--- config.mk ---
export PLATFORM = sky130hd
export DESIGN_NAME = hcmb_front
export DESIGN_NICKNAME = d
export VERILOG_FILES = /design/src/rtl/hcmb_pkg.sv /design/src/rtl/hcmb_front.sv
export SDC_FILE = /design/constraint.sdc
export NUM_CORES = 1
export LEC_CHECK = 0
export BUFFER_PORTS_ARGS = -buffer_cell sky130_fd_sc_hd__buf_2
export CAP_MARGIN = 30
export CORE_ASPECT_RATIO = 0.7
export CORE_MARGIN = 8
export CORE_UTILIZATION = 32
export DETAILED_ROUTE_END_ITERATION = 10
export PLACE_DENSITY = 0.84
export SYNTH_ARGS = -nofsm -noshare
export SYNTH_HDL_FRONTEND = slang
export SYNTH_SLANG_ARGS = --single-unit
--- constraint.sdc ---
create_clock -name vclk -period 3.5
set_clock_uncertainty 0.15 [all_clocks]
set_input_delay 0.7 -clock vclk [all_inputs]
set_output_delay 0.7 -clock vclk [all_outputs]
set_load 0.02 [all_outputs]
--- src/rtl/hcmb_pkg.sv ---
// Types and constants shared by the memory bus modules.
package hcmb_pkg;

  localparam int MEM_DEPTH = 65536;
  localparam int ADDR_W    = $clog2(MEM_DEPTH);

  // Request commands
  localparam logic [2:0] CMD_READ  = 3'd0;
  localparam logic [2:0] CMD_WRITE = 3'd1;
  localparam logic [2:0] CMD_TILE  = 3'd2;
  localparam logic [2:0] CMD_LCD   = 3'd3;
  localparam logic [2:0] CMD_IRQ   = 3'd4;

  // Operation kinds passed from front to back
  localparam logic [2:0] OP_CONST  = 3'd0;
  localparam logic [2:0] OP_READ   = 3'd1;
  localparam logic [2:0] OP_WRITE  = 3'd2;
  localparam logic [2:0] OP_SERIAL = 3'd3;
  localparam logic [2:0] OP_DMA    = 3'd4;
  localparam logic [2:0] OP_TILE   = 3'd5;
  localparam logic [2:0] OP_LCD    = 3'd6;
  localparam logic [2:0] OP_IRQ    = 3'd7;

  // Special addresses
  localparam logic [15:0] ADDR_JOYP     = 16'hFF00;
  localparam logic [15:0] ADDR_SB       = 16'hFF01;
  localparam logic [15:0] ADDR_SC       = 16'hFF02;
  localparam logic [15:0] ADDR_DIV      = 16'hFF04;
  localparam logic [15:0] ADDR_IF       = 16'hFF0F;
  localparam logic [15:0] ADDR_LCDC     = 16'hFF40;
  localparam logic [15:0] ADDR_STAT     = 16'hFF41;
  localparam logic [15:0] ADDR_DMA      = 16'hFF46;
  localparam logic [15:0] ADDR_ROM_TOP  = 16'h7FFF;
  localparam logic [7:0]  OAM_PAGE      = 8'hFE;
  localparam logic [15:0] MAP_HI_BASE   = 16'h9C00;
  localparam logic [15:0] MAP_LO_BASE   = 16'h9800;
  localparam logic [15:0] TILE_U_BASE   = 16'h8000;
  localparam logic [15:0] TILE_S_BASE   = 16'h9000;

  typedef struct packed {
    logic [2:0]  kind;
    logic [15:0] addr;
    logic [7:0]  data;
  } op_t;

  typedef struct packed {
    logic [7:0]  rdata;
    logic [15:0] tile_address;
    logic        serial_valid;
    logic [7:0]  serial_char;
  } res_t;

endpackage

--- src/rtl/hcmb_front.sv ---
// Front end: decode a bus request into a back-end operation.
module hcmb_front (
  input  logic [2:0]       cmd,
  input  logic [15:0]      addr,
  input  logic [7:0]       wdata,
  input  logic [7:0]       buttons,
  input  logic [7:0]       random_byte,
  input  logic [4:0]       tile_x,
  input  logic [4:0]       tile_y,
  input  logic [1:0]       lcd_mode,
  input  logic [2:0]       irq_bit,
  output hcmb_pkg::op_t    op
);

  logic       sel_btn;
  logic       sel_dir;
  logic [7:0] joyp;

  assign sel_btn = !wdata[5];
  assign sel_dir = !wdata[4];

  always_comb begin
    if (sel_btn && !sel_dir) begin
      joyp = wdata | {4'h0, buttons[7:4]};
    end else if (sel_dir && !sel_btn) begin
      joyp = wdata | {4'h0, buttons[3:0]};
    end else begin
      joyp = wdata | 8'h0F;
    end
  end

  always_comb begin
    op.kind = hcmb_pkg::OP_CONST;
    op.addr = addr;
    op.data = 8'h00;
    unique case (cmd)
      hcmb_pkg::CMD_READ: begin
        if (addr == hcmb_pkg::ADDR_DIV) begin
          op.data = random_byte;
        end else begin
          op.kind = hcmb_pkg::OP_READ;
        end
      end
      hcmb_pkg::CMD_WRITE: begin
        if (addr <= hcmb_pkg::ADDR_ROM_TOP) begin
          op.kind = hcmb_pkg::OP_CONST;
        end else if (addr == hcmb_pkg::ADDR_JOYP) begin
          op.kind = hcmb_pkg::OP_WRITE;
          op.data = joyp;
        end else if (addr == hcmb_pkg::ADDR_DIV) begin
          op.kind = hcmb_pkg::OP_WRITE;
        end else if (addr == hcmb_pkg::ADDR_DMA) begin
          op.kind = hcmb_pkg::OP_DMA;
          op.data = wdata;
        end else if (addr == hcmb_pkg::ADDR_SC) begin
          op.kind = hcmb_pkg::OP_SERIAL;
          op.data = wdata;
        end else begin
          op.kind = hcmb_pkg::OP_WRITE;
          op.data = wdata;
        end
      end
      hcmb_pkg::CMD_TILE: begin
        op.kind = hcmb_pkg::OP_TILE;
        op.addr = {6'b0, tile_y, tile_x};
      end
      hcmb_pkg::CMD_LCD: begin
        op.kind = hcmb_pkg::OP_LCD;
        op.data = {6'b0, lcd_mode};
      end
      hcmb_pkg::CMD_IRQ: begin
        op.kind = hcmb_pkg::OP_IRQ;
        op.data = {5'b0, irq_bit};
      end
      default: begin
        op.kind = hcmb_pkg::OP_CONST;
      end
    endcase
  end

endmodule

# After elaboration in Yosys (flattened, before gate mapping)
# Cells that the tools add are included.
# Widths: inputs -> output; s select.
# word_totals
reg_bits,0
inputBits,58
out_inout_bits,27
word_cells,31
# op_classes
order_cmp,1
n_eq_ne,8
n_mux,15
bitwise,2
reduce_logical,5
# op_table
operator,count
$eq 16x16->1 const B,4
$mux 8,6
$pmux 8 s4,1
$le 16x15->1 const B,1
$mux 16,1
$or 8x4->8,2
$pmux 3 s5,1
$mux 3,4
$eq 3x2->1 const B,2
$eq 3x1->1 const B,1
$eq 3x3->1 const B,1
$logic_not 3->1,1
$logic_and 1x1->1,2
$logic_not 1->1,2
$mux 1,2

# Logic depth before layout (Yosys ltp)
# logic_depth
word_depth,7
ltp_mapped,5

# Worst setup path before layout
# Ideal clock, no wire load.
# synth_timing
path_kind,in2out
from,input port addr[1]
to,output port op[24] (netlist name)
t_arrival_ps,2265
setup_slack_ps,385
path_stages,4
path_cell_list,or4_4 -> or4_4 -> or3_1 -> and3_1
# synth_rtl
item,line_no,source
from (decl),hcmb_front.sv:4,"input logic [15:0] addr,"
to (decl),hcmb_front.sv:12,output hcmb_pkg::op_t op

==> impl_metrics.tcl <==
set metrics [dict create \
    grt_pass1_wl_um 4490 \
    grt_max_degree 17 \
    syn_inst 81 \
    die_area_um2 3510 \
    ios 85 \
    coreArea_um2 1810 \
    tightest_slew_ns 0.508 \
    wire_per_inst_um 15.4 \
    row_count 13 \
    grt_usage 0.155 \
    n_sequential_cell 0 \
    cts_setup_buffers 0 \
    min_path_cells 3 \
    maxSlewViolCount 0 \
    endpoint_kind "primary output" \
    holdCritPathClass "input port to primary output" \
    nFillCells 185 \
    rsz0062_at_grt "no" \
    postCtsResizedCells 0 \
    port_buffers 85 \
    power.leakage_nw 0.533 \
    ys_types 31 \
    crit_path_top_delay_cell "or4_4" \
    drive_gt1_frac 0.618 \
    drc_errors 0 \
    gp_congestion 0.790 \
    syn_area_um2 594 \
    path_depth 6 \
    fin_total_pwr_mw 0.119 \
    drt_wl_total_um 2870 \
    die_w_um 67.5 \
    cp.arrival_ns 2.49 \
    synth-seq-area-share 0 \
    slowest_delay_ns 0.55 \
    hold-worst-slack_ns 1.58 \
    overflow 0 \
    vias 984 \
    antenna_found_initial 0 \
    area_growth_pct 76.8 \
    layout_commonest_cell "buf_2" \
    path_class "input port to primary output" \
    seq_area_um2 0 \
    worst_setup_path_start_kind "input port" \
    first_pass_iters 4 \
    dp_slack_ns 0.149 \
    relSlewSlack 0.658 \
    power_density_nw_per_um2 113 \
    vias_per_cell 5.26 \
    ctsHoldBuffers 0 \
    fin_tns_setup_ns 0 \
    irDropWorstVdd_uv 93.8 \
    crit_family "simple AND/OR/NAND/NOR gates" \
    crit_buf_inv 2 \
    n_antenna_cell 0 \
    start_util 0.329 \
    setup_ws_ns 0.156 \
    critPathMaxFanout 4 \
    nClkBuffers 0 \
    die_h_um 52.1 \
    worstPathRequired_ns 2.65 \
    status "completed" \
    dr.first_iter.drc_count 45 \
    finalCritPeriodShare 0.955 \
    fmaxAchievable_mhz 299 \
    syn_avg_cell_area_um2 7.34 \
    setup_violations 0 \
    period_minus_slack_ns 3.34 \
    grt_pass1_vias 1003 \
    hold_viol_final 0 \
    antenna_left 0 \
    fin_nets 225 \
    yosysWarnings 0 \
    drv_cap 0 \
    final_cell_mix "85 x buf_2, 11 x nand2_1, 11 x mux2_2" \
    cp_cell_sequence "buf_2 > or4_4 > or4_4 > or3_1 > and3_1 > buf_2" \
    dp_hpwl_um 2650 \
    syn_nets 139 \
]
metrics by stage:
step	instances	instance area, µm²	util
global placement	187	1050	0.582
finish	187	1050	0.582
global route	187	1050	0.582
detailed placement	187	1050	0.582
floorplan	81	594	-
CTS	187	1050	0.582
area by class of cell:
class / count / area, µm² / area share
Timing Repair Buffer: 87 / 440 / 0.419
Tap cell: 22 / 27.5 / 0.0262
Multi-Input combinational cell: 77 / 579 / 0.551
Inverter: 1 / 3.75 / 0.00357
cells in the mapped netlist (all sizes together):
| cell | instances | area, µm² |
|---|---|---|
| a21oi | 1 | 5.00 |
| mux2 | 13 | 146 |
| nor4bb | 1 | 10.0 |
| or4 | 3 | 30.0 |
| nand4bb | 2 | 22.5 |
| o21ai | 1 | 5.00 |
| nand2 | 11 | 41.3 |
| a221o | 1 | 10.0 |
| o22a | 1 | 8.76 |
| nand3 | 4 | 20.0 |
| nor2b | 7 | 43.8 |
| or4b | 1 | 10.0 |
| nand4b | 1 | 8.76 |
| inv | 1 | 3.75 |
| nor2 | 3 | 11.3 |
| nor4 | 1 | 21.3 |
| nor3 | 4 | 20.0 |
| nand2b | 2 | 12.5 |
| o22ai | 3 | 18.8 |
| clkbuf | 3 | 11.3 |
| nor3b | 1 | 12.5 |
| and3 | 1 | 6.26 |
| a22o | 4 | 35.0 |
| o41ai | 1 | 8.76 |
| and2 | 1 | 6.26 |
| nand4 | 2 | 12.5 |
| a32oi | 2 | 17.5 |
| or3 | 2 | 12.5 |
| o211ai | 3 | 22.5 |
layer usage:
metal / vias to the layer above / GRT usage / wire, µm
li1: 493 / - / -
met1: 445 / 0.173 / 1110
met2: 46 / 0.301 / 1500
met3: 0 / 0.0385 / 256
met4: 0 / 0.00346 / 0
met5: - / 0 / 0
power by group:
part	internal (mW)	switching, mW
clock network	0	0
registers	0	0
logic	0.0555	0.0638
total	0.0555	0.0638
worst paths after layout:
path                      startpoint      to  slack, ns
worst max-delay path         addr[1]  op[24]       0.16
worst min-delay path  random_byte[6]   op[6]       1.58
cell families (layout without fill, tap and decap cells):
logic type / Yosys count / in the layout / synth area share
compound gates: 17 / 17 / 0.221
mux: 13 / 13 / 0.246
simple gates: 47 / 47 / 0.507
buf+inv: 4 / 88 / 0.0253
(Power assumes the default switching activity.)
