File: src/rtl/hcmb_fifo.sv
// Small register queue used between the bus stages.
module hcmb_fifo #(
  parameter int WIDTH = 8,
  parameter int DEPTH = 2
) (
  input  logic             clk,
  input  logic             rst,
  input  logic             push,
  input  logic [WIDTH-1:0] din,
  output logic             full,
  input  logic             pop,
  output logic [WIDTH-1:0] dout,
  output logic             empty
);

  localparam int PTR_W = (DEPTH > 1) ? $clog2(DEPTH) : 1;
  localparam int CNT_W = $clog2(DEPTH + 1);

  logic [WIDTH-1:0] slots [DEPTH];
  logic [PTR_W-1:0] wr_ptr;
  logic [PTR_W-1:0] rd_ptr;
  logic [CNT_W-1:0] count;
  logic             do_push;
  logic             do_pop;

  assign full    = (count == CNT_W'(DEPTH));
  assign empty   = (count == '0);
  assign do_push = push && !full;
  assign do_pop  = pop && !empty;
  assign dout    = slots[rd_ptr];

  always_ff @(posedge clk) begin
    if (rst) begin
      wr_ptr <= '0;
      rd_ptr <= '0;
      count  <= '0;
    end else begin
      if (do_push) begin
        wr_ptr <= (wr_ptr == PTR_W'(DEPTH - 1)) ? '0 : wr_ptr + 1'b1;
      end
      if (do_pop) begin
        rd_ptr <= (rd_ptr == PTR_W'(DEPTH - 1)) ? '0 : rd_ptr + 1'b1;
      end
      if (do_push && !do_pop) begin
        count <= count + 1'b1;
      end else if (do_pop && !do_push) begin
        count <= count - 1'b1;
      end
    end
  end

  always_ff @(posedge clk) begin
    if (do_push) begin
      slots[wr_ptr] <= din;
    end
  end

endmodule

File: config.mk
export PLATFORM = sky130hd
export DESIGN_NAME = hcmb_fifo
export DESIGN_NICKNAME = d
export VERILOG_FILES = /design/src/rtl/hcmb_fifo.sv
export SDC_FILE = /design/constraint.sdc
export NUM_CORES = 1
export LEC_CHECK = 0
export BUFFER_PORTS_ARGS = -buffer_cell sky130_fd_sc_hd__buf_2
export CAP_MARGIN = 10
export CORE_MARGIN = 3
export CORE_UTILIZATION = 52
export CTS_CLUSTER_SIZE = 14
export DETAILED_ROUTE_END_ITERATION = 10
export MAX_ROUTING_LAYER = met4
export PLACE_DENSITY = 0.82
export SYNTH_ARGS = -nofsm -noshare
export SYNTH_HDL_FRONTEND = slang
export SYNTH_SLANG_ARGS = --single-unit
export TNS_END_PERCENT = 20
File: constraint.sdc
create_clock -name clk -period 3.8 [get_ports clk]
set_input_delay 0 -clock clk [delete_from_list [all_inputs] [get_ports clk]]
set_output_delay 0 -clock clk [all_outputs]
set_load 0.005 [all_outputs]
---- Yosys cells after proc, flatten, opt, wreduce, memory -nomap -nowiden ----
Memories as Yosys holds them, arrays and structs flattened. A register that Yosys moved wholly into a read port is not among the register bits.
Index checks and enable logic that the tools add are counted.
operators by class
  equal/unequal tests ..................... 1
  reduce and logical (&&, ||, !) cells .... 10
  add/sub/neg operators ................... 4
  mux-type cells .......................... 8
operators by type and width
  operator                                          count
  2-to-1 mux 1 bit                                  6
  logical AND 1 bit                                 4
  zero test 1 bit                                   4
  2-to-1 mux 2 bit                                  2
  adder 1 bit, second input constant                2
  adder 2 x 1 -> 2 bit, second input constant       1
  equality test 2 bit, second input constant        1
  zero test 2 bit                                   1
  nonzero test 2 bit                                1
  subtractor 2 x 1 -> 2 bit, second input constant  1
storage, ports and cells
  RAM bits ................................ 16
  register bits after elaboration ......... 4
  memories kept ........................... 1
  word-level logic and storage cells ...... 27
memory list
  name   depth  bits a word  read ports  clocked after memory_dff  write ports  RTL line  text
  slots  2      8            1           1                         1            19        logic [WIDTH-1:0] slots [DEPTH];

---- Depth between registers and ports, before layout ----
Gate-level depths: netlist of the first run.
  word-level depth ........................ 7
  mapped depth ............................ 6
  mapped depth without buffers ............ 6

---- Least setup slack after synthesis of the first run ----
No wires, ideal clock.
  path type ............................... register to register
  start ................................... register count[0]
  end ..................................... register count[1]
  path slack .............................. 2.345 ns
  stages on the path, launching flop included .. 5
  clock period less this slack ............ 1.455 ns
  required time ........................... 3.730 ns
  data arrival time ....................... 1.386 ns
  cell sequence ........................... dfxtp_1 o21ai_0 ha_1 or3_1 a21oi_1
between the ends
  longest elaborated chain between the ends .. 6
RTL lines
  what                                                                            RTL line  text
  from (decl)                                                                     22        logic [CNT_W-1:0] count;
  from (signal assigned)                                                          45        count <= count + 1'b1;
  from (signal assigned)                                                          47        count <= count - 1'b1;
  equality test 2 bit / zero test 2 bit (equally long branches)                   26, 27
  zero test 1 bit (on tied branches)                                              28, 29
  logical AND 1 bit (on tied branches)                                            28, 29
  zero test 1 bit (on tied branches)                                              46, 44
  logical AND 1 bit (on tied branches)                                            46, 44
  nonzero test 2 bit (no source line) / 2-to-1 mux 2 bit (equally long branches)  n/a
Several ways; a longest one is shown, not always the timed one. The select of a mux whose other input is x is not followed.
A chain may end at the register's enable or synchronous reset.

---- Worst setup path after layout of the first run ----
Same ends and word-level chain as after synthesis.

==> impl_metrics.ini, run 1 <==
[logic_synthesis]
netlist.area_leader.share = 0.606
ys_types = 13
ys_seq_elements = 21
synth_top_cell_by_area = edfxtp_1
ys.flop_type = edfxtp_1
async_reset_ff_frac = 0
ys.warnings.count = 0
synth_area_leaders = edfxtp_1, dfxtp_1, mux2_2, xor2_1, nor2_1
synth_edf_count = 16
synth-seq-area-share = 0.732
synthesis.instances = 50
yosys-top-cells-count = edfxtp_1, mux2_2, dfxtp_1, nor2_1
syn-cell-area_sq_um = 793
synth.most_common_cell = edfxtp_1
synth_fp_nets = 63
syn_area_per_cell_sq_um = 15.9

[clocking]
cts_setup_buffers = 0
clock_sinks = 21
tritoncts = built
clk_latency_ps = 300
cts_buffers = 3
clk_path_buf_depth = 2
cts_resized = 0
cts_hold_buf = 9
htreeDepth = 1
clk_root_buffer_cell = clkbuf_4
path_clk_slew_ps = 110

[sta]
fin_ws_ps = 2220
clock_skew_ps = 6.76
tightest_slew_ps = 384
min_period_over_period = 0.417
rsz0062_at_grt = no
hold_violations = 0
slew_headroom = 0.744
hold_ws_ps = 74.7
fmax_mhz = 631
slew_viol_final = 0
setup_viol = 0
period_needed_ps = 1580
setup_tns_ps = 0

[routing]
drt_first_pass_iters = 4
drt-initial-drc-count = 7
post_drt_via_cell_ratio = 4.86
detail-route-antenna-nets = 0
via_count = 476
drc = 0
wl_per_cell_um = 13.6
routed_wl_mm = 1.34

[power_and_ir_drop]
power.leakage_nw = 0.418
intPower_mw = 0.427
vdd_drop_max_v = 0.000413
sw_frac_of_total = 0.287
pwr-share-seq = 0.539
combinationalPowerShare = 0.290
p_per_area_nw_per_um2 = 582
clkPwrFrac = 0.171
totalPowerFinal_mw = 0.599
p_switching_mw = 0.172

[setup_path]
reg2reg_depth = 4
end_kind = flip-flop
cpLargestDelayFamily = compound AO/OA/AOI/OAI gates
crit_path_max_incr_delay_ps = 380
path_max_fanout = 5
arrival_ps = 1830
cp-endpoint = count[1]
crit_buf_inv = 0
critPathSlowestCell = dfxtp_1
worstSetupPathDepth = 4
crit_required_ps = 4040
reg2reg_from = count[0]
crit_start = count[0]
cp_cell_sequence = o21ai_0, ha_1, or3_1, a21oi_1
r2r_slack_ps = 2220
start_kind = flip-flop
crit_type = reg2reg
reg2reg_to = count[1]

[cells_and_area]
fin_nets = 97
nFillCells = 91
area_growth_pct = 29.8
fin_util = 0.754
drive_gt1_frac = 0.410
n_antenna_cell = 0
layoutNonFillerInstCount = 98
fin_area_sq_um = 1030

[floorplanning]
coreArea_sq_um = 1370
rows = 13
fp.dieH_um = 45.1
die_width_um = 45.1
io_pins = 22
die_area_sq_um = 2030
start_util = 0.581

[global_route]
grt_max_degree = 13
grt-ovfl-total = 0
grt_pass1_wl_mm = 2.05
grt_pass1_vias = 475
track_usage = 0.154
antenna_found_initial = 0

[run]
drv_cap = 0

[placement]
dp_cells = 85
detailed_place_hpwl_um = 921
place_ws_ps = 2230
gp_congestion = 0.659
io_buffers = 21
placed_area_sq_um = 912

[status]
status = complete, no violations

[hold_path]
min_path_type = in2reg
-- metal layers --
layer,up-vias,track usage,part of all wire,wire length [um]
met1,209,0.175,0.43,580
li1,244,-,-,-
met5,-,-,0,0
met3,5,0.0239,0.065,87
met2,18,0.249,0.48,637
met4,0,0.105,0.022,29
-- worst register-to-register path: cells and delay by family, from the launching register on --
family / cells / cell delay (ps)
adders and majority gates: 1 / 320
AOI/OAI and AO/OA: 2 / 450
DFF: 1 / 380
and+or+nand+nor: 1 / 380
-- power groups by stage --
stage / registers, mW / logic [mW] / clock network (mW)
floorplan: 0.312 / 0.120 / 0
global placement: 0.326 / 0.160 / 0
detailed placement: 0.329 / 0.167 / 0
CTS: 0.324 / 0.176 / 0.104
global route: 0.329 / 0.193 / 0.115
finish: 0.323 / 0.174 / 0.102
-- worst min-delay path by stage --
stage | start | cells after the start | slack, ps | endpoint
floorplan | rst | 1 | 70 | count[1]
global placement | din[2] | 1 | 190 | slots[0][2]
detailed placement | din[0] | 1 | 190 | slots[1][0]
CTS | push | 4 | 70 | wr_ptr
global route | push | 4 | 110 | wr_ptr
finish | push | 4 | 70 | wr_ptr
-- placed cells by master (no fill, tap or decap), drive strengths merged --
cell         count
or3              2
dlygate4sd3      9
buf             21
dfxtp            5
edfxtp          16
clkbuf           3
ha               1
inv              2
mux2             8
a21oi            2
o21ai            3
xor2             3
clkinv           1
nor2b            1
and2             1
nor2             5
-- flip-flops by register name, indices dropped and copies added, names as in the netlist, named ones only --
signal	flops
wr_ptr	1
slots	16
rd_ptr	1
count	2
-- cell families after synthesis --
family	after synthesis	synth area share
compound gates	5	0.0315
simple gates	9	0.0584
buf+inv	3	0.0158
xor+xnor	3	0.0331
mux	8	0.114
fa+ha+maj	1	0.0158
flops	21	0.732
-- final cells by class --
class                           instances  area (sq um)  area share
Multi-Input combinational cell         26           200       0.194
Timing Repair Buffer                   30           195       0.190
Sequential cell                        21           581       0.564
Clock inverter                          1          5.00     0.00486
Inverter                                2          7.51     0.00729
Tap cell                               15          18.8      0.0182
Clock buffer                            3          22.5      0.0219
(Power assumes the default switching activity.)
==> inputs of run 2 (changes only) <==
Settings changed: CORE_UTILIZATION 52 to 44, PLACE_DENSITY 0.82 to 0.75.
Clock period 3.8 ns to 1.4 ns, I/O delays scaled along.
==> run 2 against run 1 <==
Register-to-register slack got worse by 2200 ps. Non-clock buffer count up 6. Critical endpoint unchanged. Via count increased by 8.4%. Largest power group unchanged. Sequential share of layout area decreased by 4.6 points. The flow now finishes with violations (negative setup slack).
==> impl_metrics.ini, run 2 (synthesis gave the netlist of run 1 again) <==
[sta]
slew_viol_final = 0
period_needed_ps = 1420
fin_ws_ps = -23.8
hold_ws_ps = 107
slew_headroom = 0.751
fmax_mhz = 702
rsz0062_at_grt = yes
setup_viol = 1
hold_violations = 0
min_period_over_period = 1.02
tightest_slew_ps = 374
clock_skew_ps = 5.67

[floorplanning]
start_util = 0.498
die_width_um = 48.5
rows = 14
fp.dieH_um = 48.5
die_area_sq_um = 2350
coreArea_sq_um = 1590
io_pins = 22

[setup_path]
r2r_slack_ps = -20
reg2reg_from = count[1]
end_kind = flip-flop
crit_type = reg2reg
path_max_fanout = 2
critPathSlowestCell = dfxtp_2
arrival_ps = 1660
reg2reg_depth = 5
start_kind = flip-flop
crit_path_max_incr_delay_ps = 340
cp_cell_sequence = buf_4, o21ai_2, ha_4, or3_1, a21oi_1
reg2reg_to = count[1]
crit_required_ps = 1640

[cells_and_area]
fin_nets = 103
layout.cells.most_common = buf_2
top_regs = slots: 16 flops, count: 2 flops
layoutNonFillerInstCount = 113
area_growth_pct = 42.3
fin_util = 0.708
drive_gt1_frac = 0.539
layout_common_cells = buf_2, edfxtp_1, dlygate4sd3_1
n_antenna_cell = 0
largest_reg_flops = 16
largest-register = slots

[run]
drv_cap = 0

[routing]
detail-route-antenna-nets = 0
drt-initial-drc-count = 6
post_drt_via_cell_ratio = 4.57
wl_per_cell_um = 13.3
via_count = 516
drc = 0
routed_wl_mm = 1.50
drt_first_pass_iters = 2

[placement]
place_ws_ps = -18.0
detailed_place_hpwl_um = 910
gp_congestion = 0.722
dp_cells = 97
io_buffers = 21

[global_route]
track_usage = 0.129
grt_pass1_vias = 566
grt_max_degree = 13
grt_pass1_wl_mm = 2.27
grt-ovfl-total = 0
antenna_found_initial = 0

[clocking]
clock_sinks = 21
clk_root_buffer_cell = clkbuf_4
clk_latency_ps = 300
clk_path_buf_depth = 2
path_clk_slew_ps = 110
tritoncts = built
htreeDepth = 1
cts_buffers = 3

[power_and_ir_drop]
p_per_area_nw_per_um2 = 1630
totalPowerFinal_mw = 1.84
power.leakage_nw = 0.453
vdd_drop_max_v = 0.00118

[hold_path]
min_path_type = in2reg
min_delay_worst_endpoint = wr_ptr
whs_path_depth = 4
hp-start = push

[status]
status = complete, but fails checks
violations = negative setup slack
## run 2: worst max path at each step
stage             start        to  slack, ps  depth (start not counted)
2_1_floorplan  count[1]  count[1]          6                          5
6_report       count[1]  count[1]        -20                          5
3_5_place_dp   count[1]  count[1]        -20                          5
4_1_cts        count[1]  count[1]         -6                          5
3_3_place_gp   count[1]  count[1]         20                          5
5_1_grt        count[1]  count[1]        -90                          5
## run 2: cell type report
cell class	count	area, sq um
Sequential cell	21	584
Fill cell	116	465
Timing Repair Buffer	36	240
Multi-Input combinational cell	26	236
Tap cell	24	30.0
Clock buffer	3	22.5
Inverter	2	10.0
Clock inverter	1	5.00
## run 2: timing repair
action | in CTS | in global routing
pin swaps | 1 | 4
setup endpoints to repair | 9 | 9
endpoints found under the hold margin | 21 | 0
buffers inserted | 1 | 2
hold buffers | 9 | 0
gates resized for setup | 1 | 8
## run 2: where the power goes
group / internal, mW / total, mW / switching, mW
clock network: 0.106 / 0.280 / 0.174
logic: 0.395 / 0.683 / 0.288
registers: 0.803 / 0.882 / 0.0788
total: 1.30 / 1.84 / 0.540
## run 2: through the flow
| stage | setup TNS [ps] | cell area [sq um] |
|---|---|---|
| 2_1_floorplan | 0 | 801 |
| 3_3_place_gp | 0 | 953 |
| 3_5_place_dp | -18.0 | 953 |
| 4_1_cts | -5.85 | 1080 |
| 5_1_grt | -270 | 1130 |
| 6_report | -23.8 | 1130 |
## run 2: layer usage
metal / GRT usage / share of wire
met2: 0.245 / 0.54
met4: 0.0569 / 0.028
met3: 0.0215 / 0.044
met1: 0.128 / 0.38
met5: - / 0
## run 2: critical path: cells and delay by family (launching register included)
family | cells | cell delay (ps)
AND/OR/NAND/NOR | 1 | 340
flip-flops | 1 | 340
AO/OA/AOI/OAI | 2 | 320
buffers and inverters | 1 | 130
adder cells (fa/ha/maj) | 1 | 240
==> inputs of run 3 (changes only) <==
Settings changed: CELL_PAD_IN_SITES_DETAIL_PLACEMENT set to 0, CELL_PAD_IN_SITES_GLOBAL_PLACEMENT set to 1, CORE_UTILIZATION 44 to 36.
==> run 3 against run 2 <==
The run still ends with negative setup slack left. Worst setup slack improved by 11 ps. Fmax grew 0.76%. Core utilization is 14 points lower. Combinational power shrank 2%. Via count shrank 0.78%. Sequential power is 2% higher. Global-route usage is 1.1 points lower. Die area up 19%. Critical path depth is 1 higher. Non-clock buffer count grew 1. Clock power shrank 2%. Flip-flop and latch count is the same. Critical path type unchanged. Largest power group unchanged.
==> impl_metrics.ini, run 3 (synthesis gave the netlist of run 1 again) <==
[status]
violations = negative setup slack
status = complete, but fails checks

[power_and_ir_drop]
power.leakage_nw = 0.460
vdd_drop_max_v = 0.000829
totalPowerFinal_mw = 1.84
p_per_area_nw_per_um2 = 1600

[routing]
routed_wl_mm = 1.39
wl_per_cell_um = 11.8
drt-initial-drc-count = 3
post_drt_via_cell_ratio = 4.38
via_count = 512
drc = 0
detail-route-antenna-nets = 0
drt_first_pass_iters = 2

[clocking]
clk_latency_ps = 290
clk_path_buf_depth = 2
path_clk_slew_ps = 120
clk_root_buffer_cell = clkbuf_4
clock_sinks = 21
tritoncts = built
htreeDepth = 1
cts_buffers = 3

[cells_and_area]
layout.cells.most_common = buf_2
layoutNonFillerInstCount = 117
fin_nets = 104
top_regs = slots: 16 flops, count: 2 flops
nFillCells = 179
largest_reg_flops = 16
n_antenna_cell = 0
drive_gt1_frac = 0.556
largest-register = slots
area_growth_pct = 45.0
layout_common_cells = buf_2, edfxtp_1, dlygate4sd3_1

[global_route]
track_usage = 0.118
grt_max_degree = 13
antenna_found_initial = 0
grt-ovfl-total = 0
grt_pass1_vias = 533
grt_pass1_wl_mm = 2.30

[placement]
dp_cells = 103
detailed_place_hpwl_mm = 1.01
io_buffers = 21
gp_congestion = 0.696

[setup_path]
reg2reg_to = count[1]
worstSetupPathDepth = 6
crit_buf_inv = 0
arrival_ps = 1650
crit_required_ps = 1640
r2r_slack_ps = -10
crit_start = count[1]
cp_cell_sequence = nor2b_4, nor2_2, ha_4, xor2_1, or3_1, a21oi_2
cpLargestDelayFamily = simple AND/OR/NAND/NOR gates
path_max_fanout = 3
critPathSlowestCell = dfxtp_2
reg2reg_from = count[1]
cp-endpoint = count[1]
end_kind = flip-flop
start_kind = flip-flop
reg2reg_depth = 6
crit_path_max_incr_delay_ps = 370
crit_type = reg2reg

[sta]
slew_headroom = 0.860
tightest_slew_ps = 208
fmax_mhz = 708
slew_viol_final = 0
hold_ws_ps = 94.4
rsz0062_at_grt = yes
period_needed_ps = 1410
setup_viol = 1
fin_ws_ps = -13.1
clock_skew_ps = 9.23
hold_violations = 0
min_period_over_period = 1.01

[floorplanning]
rows = 16
start_util = 0.392
die_area_sq_um = 2800
die_width_um = 52.9
coreArea_sq_um = 2020
fp.dieH_um = 52.9
io_pins = 22

[hold_path]
min_path_type = in2reg

[run]
drv_cap = 0
-- run 3: stage by stage --
step	setup WS [ps]	TNS (ps)	util	cell area (sq um)
5_1_grt	-89.4	-184	0.569	1150
2_1_floorplan	5.86	0	-	801
6_report	-13.1	-13.1	0.569	1150
3_5_place_dp	-39.3	-39.3	0.485	980
3_3_place_gp	30.7	0	0.485	980
4_1_cts	-1.47	-1.47	0.566	1140
-- run 3: cell type report --
| type | count | area [sq um] | share of cell area |
|---|---|---|---|
| flip-flops and latches | 21 | 587 | 0.510 |
| clock inverters | 1 | 5.00 | 0.00435 |
| well taps | 27 | 33.8 | 0.0294 |
| inverters | 2 | 10.0 | 0.00871 |
| repair buffers | 37 | 259 | 0.225 |
| multi-input cells | 26 | 233 | 0.202 |
| clock buffers | 3 | 22.5 | 0.0196 |
-- run 3: where the power goes --
part / internal [mW] / switching, mW / leakage (nW) / total, mW
clock network: 0.106 / 0.168 / 0.0177 / 0.274
logic: 0.402 / 0.269 / 0.250 / 0.671
registers: 0.807 / 0.0890 / 0.192 / 0.896
total: 1.32 / 0.526 / 0.460 / 1.84
-- run 3: metal layers --
layer | part of all wire | GRT usage | up-vias
met5 | 0 | - | -
met4 | 0.0058 | 0.0383 | 0
met3 | 0.059 | 0.0366 | 2
met2 | 0.49 | 0.186 | 13
met1 | 0.44 | 0.143 | 235
li1 | - | - | 262
-- run 3: worst min path at each step --
stage          slack [ps]  cells past startpoint     endpoint    from
2_1_floorplan          60                      1     count[1]     rst
3_3_place_gp          190                      1  slots[0][1]  din[1]
6_report               90                      4       wr_ptr    push
4_1_cts                90                      4       wr_ptr    push
5_1_grt               100                      4       wr_ptr    push
3_5_place_dp          200                      1  slots[0][2]  din[2]
-- run 3: worst reg2reg max path, stage by stage, from the launching register on --
cell	delay (ps)
dfxtp_2	370
nor2b_4	170
nor2_2	70
ha_4	160
xor2_1	150
or3_1	330
a21oi_2	120
-- run 3: repair_timing --
| item | CTS | global route |
|---|---|---|
| resized for setup | 11 | 2 |
| setup buffers | 1 | 0 |
| setup endpoints to repair | 1 | 17 |
| pin swaps | 3 | 0 |
| endpoints found under the hold margin | 21 | 0 |
| hold buffers | 9 | 0 |
